===== src/fsgc_pkg.sv =====
// Shared types and codes for the flash segment garbage-collection manager.
package fsgc_pkg;

    localparam int PAGE_W = 16;
    localparam int THR_W  = 7;

    typedef enum logic [2:0] {
        ROLE_FREE    = 3'd0,
        ROLE_OPEN    = 3'd1,
        ROLE_FULL    = 3'd2,
        ROLE_VICTIM  = 3'd3,
        ROLE_COLLECT = 3'd4
    } t_role;

    typedef enum logic [2:0] {
        CMD_NOP     = 3'd0,
        CMD_INC     = 3'd1,
        CMD_DEC     = 3'd2,
        CMD_ROTATE  = 3'd3,
        CMD_COLLECT = 3'd4,
        CMD_RELEASE = 3'd5
    } t_cmd_kind;

    // Command broadcast to every cell
    typedef struct packed {
        t_cmd_kind          kind;
        logic [PAGE_W-1:0]  pps;
    } t_cmd;

    // Running best candidate handed from cell to cell
    typedef struct packed {
        logic               found;
        logic [PAGE_W-1:0]  valid;
    } t_scan;

    typedef enum logic [1:0] {
        OP_WRITE      = 2'd0,
        OP_INVALIDATE = 2'd1,
        OP_SELECT     = 2'd2,
        OP_RELEASE    = 2'd3
    } t_op;

    typedef enum logic [1:0] {
        ST_OK      = 2'd0,
        ST_NO_CAND = 2'd1,
        ST_BELOW   = 2'd2,
        ST_NO_FREE = 2'd3
    } t_status;

    localparam logic [1:0] REG_PPS    = 2'd0;
    localparam logic [1:0] REG_LOW    = 2'd1;
    localparam logic [1:0] REG_URGENT = 2'd2;

    localparam logic [PAGE_W-1:0] PPS_RESET    = 16'd256;
    localparam logic [THR_W-1:0]  LOW_RESET    = 7'd16;
    localparam logic [THR_W-1:0]  URGENT_RESET = 7'd3;

endpackage


===== src/fsgc_cell.sv =====
// One segment cell: role, valid-page count and one stage of the victim scan.
module fsgc_cell #(
    parameter int IDW = 6,
    parameter int IDX = 0
) (
    input  logic                        i_clk,
    input  logic                        i_rst_n,
    input  fsgc_pkg::t_cmd              i_cmd,
    input  logic [IDW-1:0]              i_id,
    input  logic [IDW-1:0]              i_new_id,
    input  fsgc_pkg::t_scan             i_scan,
    input  logic [IDW-1:0]              i_scan_id,
    output fsgc_pkg::t_scan             o_scan,
    output logic [IDW-1:0]              o_scan_id,
    output logic                        o_collect
);

    localparam logic [IDW-1:0] MY_ID = IDW'(IDX);

    fsgc_pkg::t_role                r_role, n_role;
    logic [fsgc_pkg::PAGE_W-1:0]    r_valid, n_valid;
    fsgc_pkg::t_scan                r_scan;
    logic [IDW-1:0]                 r_scan_id;
    logic                           w_hit;
    logic                           w_take;

    assign w_hit = (i_id == MY_ID);

    always_comb begin
        n_role  = r_role;
        n_valid = r_valid;
        case (i_cmd.kind)
            fsgc_pkg::CMD_INC: begin
                if (w_hit && r_valid != '1) begin
                    n_valid = r_valid + 1'b1;
                end
            end
            fsgc_pkg::CMD_DEC: begin
                if (w_hit && r_role != fsgc_pkg::ROLE_FREE && r_valid != '0) begin
                    n_valid = r_valid - 1'b1;
                    if (r_role == fsgc_pkg::ROLE_FULL) begin
                        n_role = fsgc_pkg::ROLE_VICTIM;
                    end
                end
            end
            fsgc_pkg::CMD_ROTATE: begin
                // close the old open segment, open the new one
                if (r_role == fsgc_pkg::ROLE_OPEN) begin
                    n_role = (r_valid >= i_cmd.pps) ? fsgc_pkg::ROLE_FULL
                                                    : fsgc_pkg::ROLE_VICTIM;
                end
                if (i_new_id == MY_ID) begin
                    n_role  = fsgc_pkg::ROLE_OPEN;
                    n_valid = '0;
                end
            end
            fsgc_pkg::CMD_COLLECT: begin
                if (w_hit) begin
                    n_role = fsgc_pkg::ROLE_COLLECT;
                end
            end
            fsgc_pkg::CMD_RELEASE: begin
                if (w_hit && r_role == fsgc_pkg::ROLE_COLLECT) begin
                    n_role  = fsgc_pkg::ROLE_FREE;
                    n_valid = '0;
                end
            end
            default: begin
            end
        endcase
    end

    // strict compare keeps the lower id on ties
    assign w_take = (r_role == fsgc_pkg::ROLE_VICTIM) &&
                    (!i_scan.found || r_valid < i_scan.valid);

    always_ff @(posedge i_clk) begin
        if (!i_rst_n) begin
            r_role     <= (IDX == 0) ? fsgc_pkg::ROLE_OPEN : fsgc_pkg::ROLE_FREE;
            r_valid    <= '0;
            r_scan     <= '0;
            r_scan_id  <= '0;
        end else begin
            r_role  <= n_role;
            r_valid <= n_valid;
            if (w_take) begin
                r_scan.found <= 1'b1;
                r_scan.valid <= r_valid;
                r_scan_id    <= MY_ID;
            end else begin
                r_scan    <= i_scan;
                r_scan_id <= i_scan_id;
            end
        end
    end

    assign o_scan    = r_scan;
    assign o_scan_id = r_scan_id;
    assign o_collect = (r_role == fsgc_pkg::ROLE_COLLECT);

endmodule


===== config.mk =====
export PLATFORM = sky130hd
export DESIGN_NAME = fsgc_cell
export DESIGN_NICKNAME = d
export VERILOG_FILES = /design/src/fsgc_pkg.sv /design/src/fsgc_cell.sv
export SDC_FILE = /design/constraint.sdc
export NUM_CORES = 1
export LEC_CHECK = 0
export BUFFER_PORTS_ARGS = -buffer_cell sky130_fd_sc_hd__buf_2
export CORE_MARGIN = 3
export CORE_UTILIZATION = 38
export DETAILED_ROUTE_END_ITERATION = 6
export SYNTH_ARGS = -nofsm -noshare
export SYNTH_HDL_FRONTEND = slang
export SYNTH_SLANG_ARGS = --single-unit

===== constraint.sdc =====
create_clock -name i_clk -period 5.6 [get_ports i_clk]
set_clock_uncertainty 0.1 [all_clocks]
set_input_delay 0.28 -clock i_clk [delete_from_list [all_inputs] [get_ports i_clk]]
set_output_delay 0.28 -clock i_clk [all_outputs]
set_load 0.01 [all_outputs]

After elaboration in Yosys (flattened, before gate mapping)
Index checks and enable logic that the tools add are counted.
- output and inout bits: 24
- word-level logic and storage cells: 57
- input bits: 56
- flip-flop bits (word level): 42
- eq/ne operators: 17
- bitwise gates (word level): 1
- mux-type cells: 14
- reductions and logical operators: 16
- add/subtract/negate cells: 2
- magnitude comparators: 2
- operator list (operator ; number):
    $mux W16 ; 4
    $pmux W16 S4 ; 1
    $mux W3 ; 6
    $mux W17 ; 1
    $add A16 B1 Y16 const B ; 1
    $ge A16 B16 Y1 ; 1
    $lt A16 B16 Y1 ; 1
    $ne A16 B16 Y1 const B ; 1
    $reduce_bool A16 Y1 ; 1
    $sub A16 B1 Y16 const B ; 1
    $eq A3 B2 Y1 const B ; 4
    $logic_not A6 Y1 ; 2
    $ne A2 B2 Y1 const B ; 6
    $pmux W3 S4 ; 1
    $eq A3 B3 Y1 const B ; 3
    $reduce_bool A4 Y1 ; 2
    $eq A3 B1 Y1 const B ; 2
    $reduce_and A6 Y1 ; 1
    $logic_and A1 B1 Y1 ; 5
    $reduce_and A5 Y1 ; 1
    $ne A3 B3 Y1 const B ; 1
    $reduce_bool A3 Y1 ; 1
    $reduce_or A2 Y1 ; 1
    $logic_not A1 Y1 ; 1
    3 further kinds ; 3

Depth between registers and ports, before layout
Gate-level depths: netlist (run 1).
- word-level depth: 5
- gate-level depth with buffers: 12
- depth with buffers taken out: 11

Least setup slack after synthesis (run 1)
No wires, ideal clock.
- path kind: input to register
- start: input port i_cmd[17] (netlist name)
- end: register r_valid[15] (netlist name)
- setup time: 0.120 ns
- setup slack: 2.880 ns
- stages on the path: 11
- arrival time: 2.501 ns
- path buffers: 0
- required time: 5.380 ns
- path through: nor2b_2 nand2b_2 inv_1 ha_1 a21o_1 a21o_1 a21oi_1 o221ai_1 a221oi_1 mux2i_1 o21ai_1
- cells in the longest elaborated chain, start to end: 3
- elaborated cells between the ends (all ways): 11
- classes of those cells: 8 x eq/ne; 1 x mux; 2 x reduce/logical
- ends and longest elaborated chain (what ; line ; RTL):
    start: declaration ; fsgc_cell.sv:8 ; input fsgc_pkg::t_cmd i_cmd,
    $eq A3 B3 Y1, or another cell as far along ; fsgc_cell.sv:32 ; case (i_cmd.kind)
    $reduce_bool A4 Y1 (no line) or $ne A2 B2 Y1 (tied branches) ; -- ;
    $reduce_and A5 Y1 (no line) ; -- ;
    end signal: assignment ; fsgc_cell.sv:85 ; r_valid <= n_valid;
    end: declaration ; fsgc_cell.sv:21 ; logic [fsgc_pkg::PAGE_W-1:0] r_valid, n_valid;
Parallel ways exist; a longest one is shown, timed or not.
A chain may end at the register's enable or synchronous reset.

Worst setup path after layout (run 1)
- start: input port i_cmd[18] (netlist name)
- end: register r_valid[15] (netlist name)
Same word-level chain as after synthesis.

==> impl_metrics.csv, run 1 <==
group,metric,value,unit
synthesis,syn_area,0.00336,mm²
clock_tree,cts-root-buf,"clkbuf_8",
synthesis,ys_types,55,
synthesis,synth_seq_cells,42,
synthesis,synth_top_area_frac,0.250,
critical_path,path_class,"in -> reg",
clock_tree,cts_hold_buf,0,
synthesis,synth_top_area_cell,"dfxtp_1",
place,place_congestion,0.891,
clock_tree,htree_levels,2,
critical_path,critPathLaunchType,"primary input",
final_layout,layout.cells.non_filler,595,
global_route,grt_pass1_wl,14.0,mm
synthesis,syn_area_per_cell,8.07,µm²
timing,post-route-min-period,2.93,ns
synthesis,yosys-top-cells-area,"dfxtp_1 (25%), ha_1 (17%), a21o_1 (5.6%)",
timing,worst_slew_pin_slew,0.770,ns
route,vias,3150,
critical_path,crit_buf_inv,2,
pwr,cellLeakagePower,2.05,nW
pwr,finalPower,682,µW
clock_tree,cts_sinks,42,
global_route,grt_pass1_vias,2941,
flow_run,maxCapViolations,0,
place,dp_cells,587,
place,dp_slack,2.37,ns
timing,fmaxAchievable,342,MHz
global_route,grt-ovfl-total,0,
timing,tns,0,ns
timing,rsz0062_at_grt,"no",
global_route,antenna_found_initial,0,
final_layout,fin_util,0.465,
global_route,grt_max_degree,37,
critical_path,critPathTopFamily,"compound AO/OA/AOI/OAI gates",
critical_path,end_kind,"flop",
die,std_cell_rows,33,
die,die_width,100,µm
global_route,gr-max-usage-layer,"met2",
pwr,power.density,175,mW/mm²
global_route,grtUsageTotal,0.170,
synthesis,synth-warning-count,0,
route,dr.pass1.iters,4,
clock_tree,cts_buffer_depth,2,
timing,period_share,0.523,
synthesis,synth_ff_type,"dfxtp_1",
route,antenna_left,0,
critical_path,critPathSlowestCell,"inv_1",
final_layout,drive_gt1_frac,0.204,
clock_tree,path_clk_slew,0.09,ns
route,routedWlPerCell,14.5,µm
route,wirelength,8.62,mm
synthesis,synth_edf_count,0,
synthesis,async_flop_share,0,
clock_tree,cts_made_buffers,5,
timing,fin_ws,2.67,ns
die,pin_count,80,
timing,hold_violations,0,
die,initial_core_util,0.401,
pwr,ir_worst_vdd,0.0921,mV
final_layout,syn_to_final_growth,16.0,%
critical_path,arrival,2.99,ns
global_route,grt_use_met3,0.0229,
timing,setup_viol,0,
clock_tree,cts-resized-gates,0,
synthesis,synthesis.nets,519,
hold_path,min_path_type,"in -> reg",
outcome,status,"complete, no violations",
global_route,grt.met1_usage,0.230,
synthesis,ys_seq_area_frac,0.250,
critical_path,cp_max_fo,16,
clock_tree,tritoncts,"yes",
die,core_area,0.00838,mm²
clock_tree,clk_latency,0.30,ns
global_route,use_met2,0.291,
die,dieArea,0.0100,mm²
final_layout,diodes,0,
critical_path,crit_path_max_incr_delay,0.43,ns
place,portBuffers,79,
timing,slew_viol_final,0,
die,die_y,100,µm
route,drc_errors,0,
route,vias_per_cell,5.29,
critical_path,crit_chain,"buf_2 -> nor2b_2 -> nand2b_2 -> inv_1 -> ha_1 -> a211oi_1 -> o211ai_2 -> nand2_1 -> o221ai_1 -> a221oi_1 -> mux2i_1 -> o21ai_1",
route,drtIter0Drc,206,
clock_tree,cts_setup_buffers,0,
final_layout,fin_nets,592,
timing,maxSlewHeadroom,0.486,
critical_path,worstPathRequired,5.66,ns
place,place_hpwl,6.83,mm
synthesis,syn_inst,416,
-- per-stage QoR --
stage / cell area [µm²] / hold WS (ns)
after floorplan: 3360 / 0.301
after global placement: 3810 / 0.400
after detailed placement: 3810 / 0.410
after CTS: 3890 / 0.119
after global routing: 3890 / 0.128
final: 3890 / 0.123
-- power breakdown --
group	switching (mW)	total [mW]	internal (mW)	leakage [nW]
clock	0.108	0.197	0.0881	0.0452
combinational	0.0885	0.158	0.0698	1.66
sequential	0.0115	0.327	0.315	0.345
total	0.208	0.682	0.473	2.05
-- worst reg2reg max path, cell delays in order (launching register included) --
cell	delay (ns)
dfxtp_1	0.57
nor4_1	0.12
nand4_1	0.14
o311ai_1	0.11
a32o_2	0.37
nor2_2	0.64
o2111ai_1	0.27
a21oi_1	0.17
-- synthesized netlist by cell type (2+ instances only) --
library cell,n
a21o_1,25
o21bai_1,2
o21a_1,4
o211ai_1,2
nand3_1,16
o21ai_0,24
clkbuf_1,9
o2111ai_1,2
and3_1,3
o22ai_1,2
buf_6,2
ha_1,46
nor2_1,17
a21oi_1,32
nor2b_1,3
nor3_1,5
inv_1,39
xnor2_1,8
o221ai_1,2
buf_4,2
nor4_1,6
dfxtp_1,42
nor3b_1,7
mux2i_1,17
o21ai_1,2
nand2b_1,9
nand2_1,46
xor2_1,3
nand4_1,13
-- area by class of cell --
type | count | area, µm²
inverters | 39 | 146
clock inverters | 2 | 13.8
fillers | 864 | 4490
flip-flops and latches | 42 | 841
repair buffers | 81 | 410
multi-input cells | 320 | 2280
clock buffers | 6 | 72.6
well taps | 105 | 131
-- cells in the final DEF (no fill, tap or decap), drive strengths merged, types with 8 or more instances in the layout --
cell type,count
nand2,46
nand4,13
buf,81
xnor2,8
nor2,18
ha,46
a21o,26
o21ai,26
nor3b,8
nand2b,10
inv,39
nand3,16
dfxtp,42
a21oi,33
mux2i,17
-- metal layers --
layer	vias to the layer above	wire, µm	part of all wire
li1	1637	-	-
met1	1442	4140	0.48
met2	65	4010	0.46
met3	6	403	0.047
met4	0	74	0.0086
met5	-	0	0
-- kinds of logic (layout without fill, tap and decap cells) --
logic type / count (synthesis) / after routing / synth area share
flops: 42 / 42 / 0.250
mux: 17 / 17 / 0.0507
xor+xnor: 11 / 11 / 0.0287
buf+inv: 54 / 128 / 0.0708
fa+ha+maj: 47 / 47 / 0.177
simple gates: 135 / 135 / 0.208
compound gates: 110 / 110 / 0.214
-- final timing paths --
kind	cells after the start	endpoint	slack, ns	startpoint
setup / recovery	12	r_valid[15]$_SDFFE_PN0P_	2.67	i_cmd[18]
hold / removal	3	o_scan[16]$_SDFF_PN0_	0.12	i_scan[16]
setup reg to reg	7	r_valid[12]$_SDFFE_PN0P_	3.03	r_valid[1]$_SDFFE_PN0P_
hold reg to reg	2	r_role[2]$_SDFFE_PN0P_	0.43	r_role[2]$_SDFFE_PN0P_
-- flip-flops by register name, summed over array words and instances (netlist names) --
signal     flops
o_scan        17
r_valid       16
o_scan_id      6
r_role         3
Note: power is estimated with default switching activity, not from simulation.
==> inputs of run 2 (changes only) <==
- ABC_AREA: unset -> 1
- clock period: 5.6 -> 2.9 ns (I/O delays scaled with it)
==> run 2 against run 1 <==
  * Critical path depth decreased by 1
  * Core utilization increased by 1.6 points
  * Global-route usage increased by 1.4 points
  * Critical path type is now reg -> reg
  * Largest power group unchanged
==> impl_metrics.csv, run 2 <==
group,metric,value,unit
outcome,status,"complete, no violations",
timing,period_share,0.798,
global_route,grt_pass1_wl,16.8,mm
synthesis,ys_seq_area_frac,0.231,
critical_path,rr_startpoint,"r_valid[1]$_SDFFE_PN0P_",
critical_path,end_kind,"flop",
pwr,power.density,328,mW/mm²
route,drc_errors,0,
place,place_hpwl,7.62,mm
final_layout,n_fill_cell,1000,
final_layout,drive_gt1_frac,0.183,
global_route,grt_max_degree,35,
critical_path,crit_chain,"inv_1 -> fa_1 -> o21ai_1 -> nand3_1 -> nand2_1 -> nand2_1 -> nand2_1 -> nand2_1 -> nand2_1 -> nand2_1 -> a21oi_1",
clock_tree,htree_levels,2,
critical_path,critPathSlowestCell,"dfxtp_1",
final_layout,fin_nets,778,
clock_tree,cts_made_buffers,5,
timing,worst_slew_pin_slew,0.634,ns
die,dieArea,0.0108,mm²
critical_path,crit_path_max_incr_delay,0.49,ns
pwr,cellLeakagePower,2.48,nW
critical_path,critPathTopFamily,"simple AND/OR/NAND/NOR gates",
synthesis,syn_inst,576,
synthesis,ys_types,39,
die,std_cell_rows,35,
synthesis,synth_ff_type,"dfxtp_1",
critical_path,crit_buf_inv,1,
final_layout,register_area,841,µm²
synthesis,syn_area_per_cell,6.33,µm²
final_layout,multi_input_area,0.00237,mm²
critical_path,cp_max_fo,6,
clock_tree,cts_hold_buf,18,
route,routedWlPerCell,11.9,µm
global_route,grt-ovfl-total,0,
timing,fmaxAchievable,432,MHz
pwr,ir_worst_vdd,0.186,mV
synthesis,synth_common_cells,"nand2_1 (140), inv_1 (98), nor2_1 (69)",
timing,rsz0062_at_grt,"no",
place,place_congestion,0.867,
die,initial_core_util,0.393,
synthesis,synth_seq_cells,42,
clock_tree,tritoncts,"yes",
critical_path,cp_common_cell,"nand2_1",
clock_tree,path_clk_slew,0.09,ns
clock_tree,cts_buffer_depth,2,
timing,setup_viol,0,
timing,hold_slack,0.00698,ns
pwr,switching_share,0.327,
synthesis,synth-warning-count,0,
timing,hold_violations,0,
clock_tree,clk_latency,0.29,ns
route,vias,3725,
synthesis,synthesis.nets,679,
flow_run,maxCapViolations,0,
synthesis,synth_edf_count,0,
route,drtIter0Drc,119,
synthesis,synth_most_common_cell,"nand2_1",
critical_path,worstPathRequired,3.02,ns
clock_tree,cts-resized-gates,0,
critical_path,arrival,2.43,ns
critical_path,path_class,"reg -> reg",
global_route,grt_pass1_vias,3699,
synthesis,synth_top_area_frac,0.231,
final_layout,syn_to_final_growth,22.5,%
timing,post-route-min-period,2.32,ns
die,die_width,104,µm
critical_path,r2r_slack,0.58,ns
clock_tree,cts_sinks,42,
global_route,grtUsageTotal,0.184,
timing,tns,0,ns
final_layout,diodes,0,
pwr,p_seq_frac,0.443,
synthesis,async_flop_share,0,
timing,slew_viol_final,0,
die,pin_count,80,
hold_path,min_path_type,"in -> reg",
pwr,p_comb_frac,0.281,
pwr,cell_internal_pwr,984,µW
place,portBuffers,79,
critical_path,critPathLaunchType,"flop",
route,dr.pass1.iters,5,
die,die_y,104,µm
route,antenna_left,0,
synthesis,yosys-top-cells-area,"dfxtp_1 (23%), ha_1 (16%), nand2_1 (14%)",
critical_path,crit_start,"r_valid[1]$_SDFFE_PN0P_",
synthesis,synth_top_area_cell,"dfxtp_1",
timing,maxSlewHeadroom,0.575,
critical_path,worstReg2RegEnd,"r_valid[14]$_SDFFE_PN0P_",
route,wirelength,9.58,mm
final_layout,largest_reg_flops,17,
final_layout,final_cell_mix,"nand2_1 (140), inv_1 (98), buf_2 (79)",
critical_path,crit_end,"r_valid[14]$_SDFFE_PN0P_",
global_route,antenna_found_initial,0,
clock_tree,cts-root-buf,"clkbuf_8",
critical_path,crit_cells,11,
critical_path,rr_worst_depth,11,
route,vias_per_cell,4.63,
die,core_area,0.00928,mm²
pwr,pwr-share-clk,0.276,
pwr,p_sw,478,µW
synthesis,syn_area,0.00364,mm²
final_layout,final_common_cell,"nand2_1",
clock_tree,cts_setup_buffers,0,
[run 2: cell count changes after synthesis, moves of 7 or more]
| cell | change |
|---|---|
| mux2i_1 | -17 |
| a21o_1 | -23 |
| inv_1 | +59 |
| nand2_1 | +94 |
| nand2b_1 | -9 |
| nand2_2 | +13 |
| nand3_1 | +28 |
| o21ai_0 | -14 |
| nor2_1 | +52 |
| nand4_1 | -10 |
| nor3b_1 | -7 |
| a21oi_1 | +22 |
[run 2: worst min path at each step]
| stage | cells past startpoint | end | startpoint |
|---|---|---|---|
| floorplan | 2 | o_scan_id[0]$_SDFF_PP0_ | i_scan_id[0] |
| global placement | 3 | o_scan_id[2]$_SDFF_PP0_ | i_scan_id[2] |
| detailed placement | 3 | o_scan_id[5]$_SDFF_PP0_ | i_scan_id[5] |
| CTS | 3 | o_scan[12]$_SDFF_PN0_ | i_scan[12] |
| global route | 3 | o_scan[13]$_SDFF_PN0_ | i_scan[13] |
| finish | 3 | o_scan[12]$_SDFF_PN0_ | i_scan[12] |
[run 2: worst min-delay path, delay by kind of cell]
kind / cells / cell delay, ns
AND/OR/NAND/NOR: 1 / 0.09
buffers and inverters: 1 / 0.09
AO/OA/AOI/OAI: 1 / 0.04
[run 2: area by class of cell]
type / count / area share
Clock buffer: 6 / 0.0185
Tap cell: 129 / 0.0362
Inverter: 101 / 0.0849
Sequential cell: 42 / 0.188
Clock inverter: 2 / 0.00280
Timing Repair Buffer: 103 / 0.139
Multi-Input combinational cell: 422 / 0.530
[run 2: kinds of logic (layout without fill, tap and decap cells)]
logic type | after synthesis | count (layout) | share of synthesized area
AO/OA/AOI/OAI | 76 | 76 | 0.113
adder cells (fa/ha/maj) | 47 | 47 | 0.163
flip-flops | 42 | 42 | 0.231
AND/OR/NAND/NOR | 291 | 291 | 0.352
buffers and inverters | 112 | 212 | 0.122
XOR/XNOR | 8 | 8 | 0.0192
[run 2: per-layer routing]
metal / GRT usage / vias to the layer above / share of wire
met4: 0.0551 / 0 / 0.016
met3: 0.0292 / 9 / 0.042
met5: 0 / - / 0
met1: 0.234 / 1625 / 0.47
li1: - / 2018 / -
met2: 0.318 / 73 / 0.47
[run 2: power by group through the flow]
stage | Clock (mW) | Sequential (mW) | Combinational (mW)
final | 0.404 | 0.647 | 0.411
after global routing | 0.443 | 0.653 | 0.474
after CTS | 0.419 | 0.647 | 0.414
after detailed placement | 0 | 0.661 | 0.393
after global placement | 0 | 0.659 | 0.388
after floorplan | 0 | 0.671 | 0.250
[run 2: through the flow]
step / power, mW / std cells / util / instance area (µm²) / setup WS (ns)
floorplan: 0.921 / 576 / - / 3640 / 0.844
global placement: 1.05 / 779 / 0.451 / 4190 / 0.526
detailed placement: 1.05 / 779 / 0.451 / 4190 / 0.440
CTS: 1.48 / 805 / 0.481 / 4460 / 0.579
global route: 1.57 / 805 / 0.481 / 4460 / 0.374
finish: 1.46 / 805 / 0.481 / 4460 / 0.585
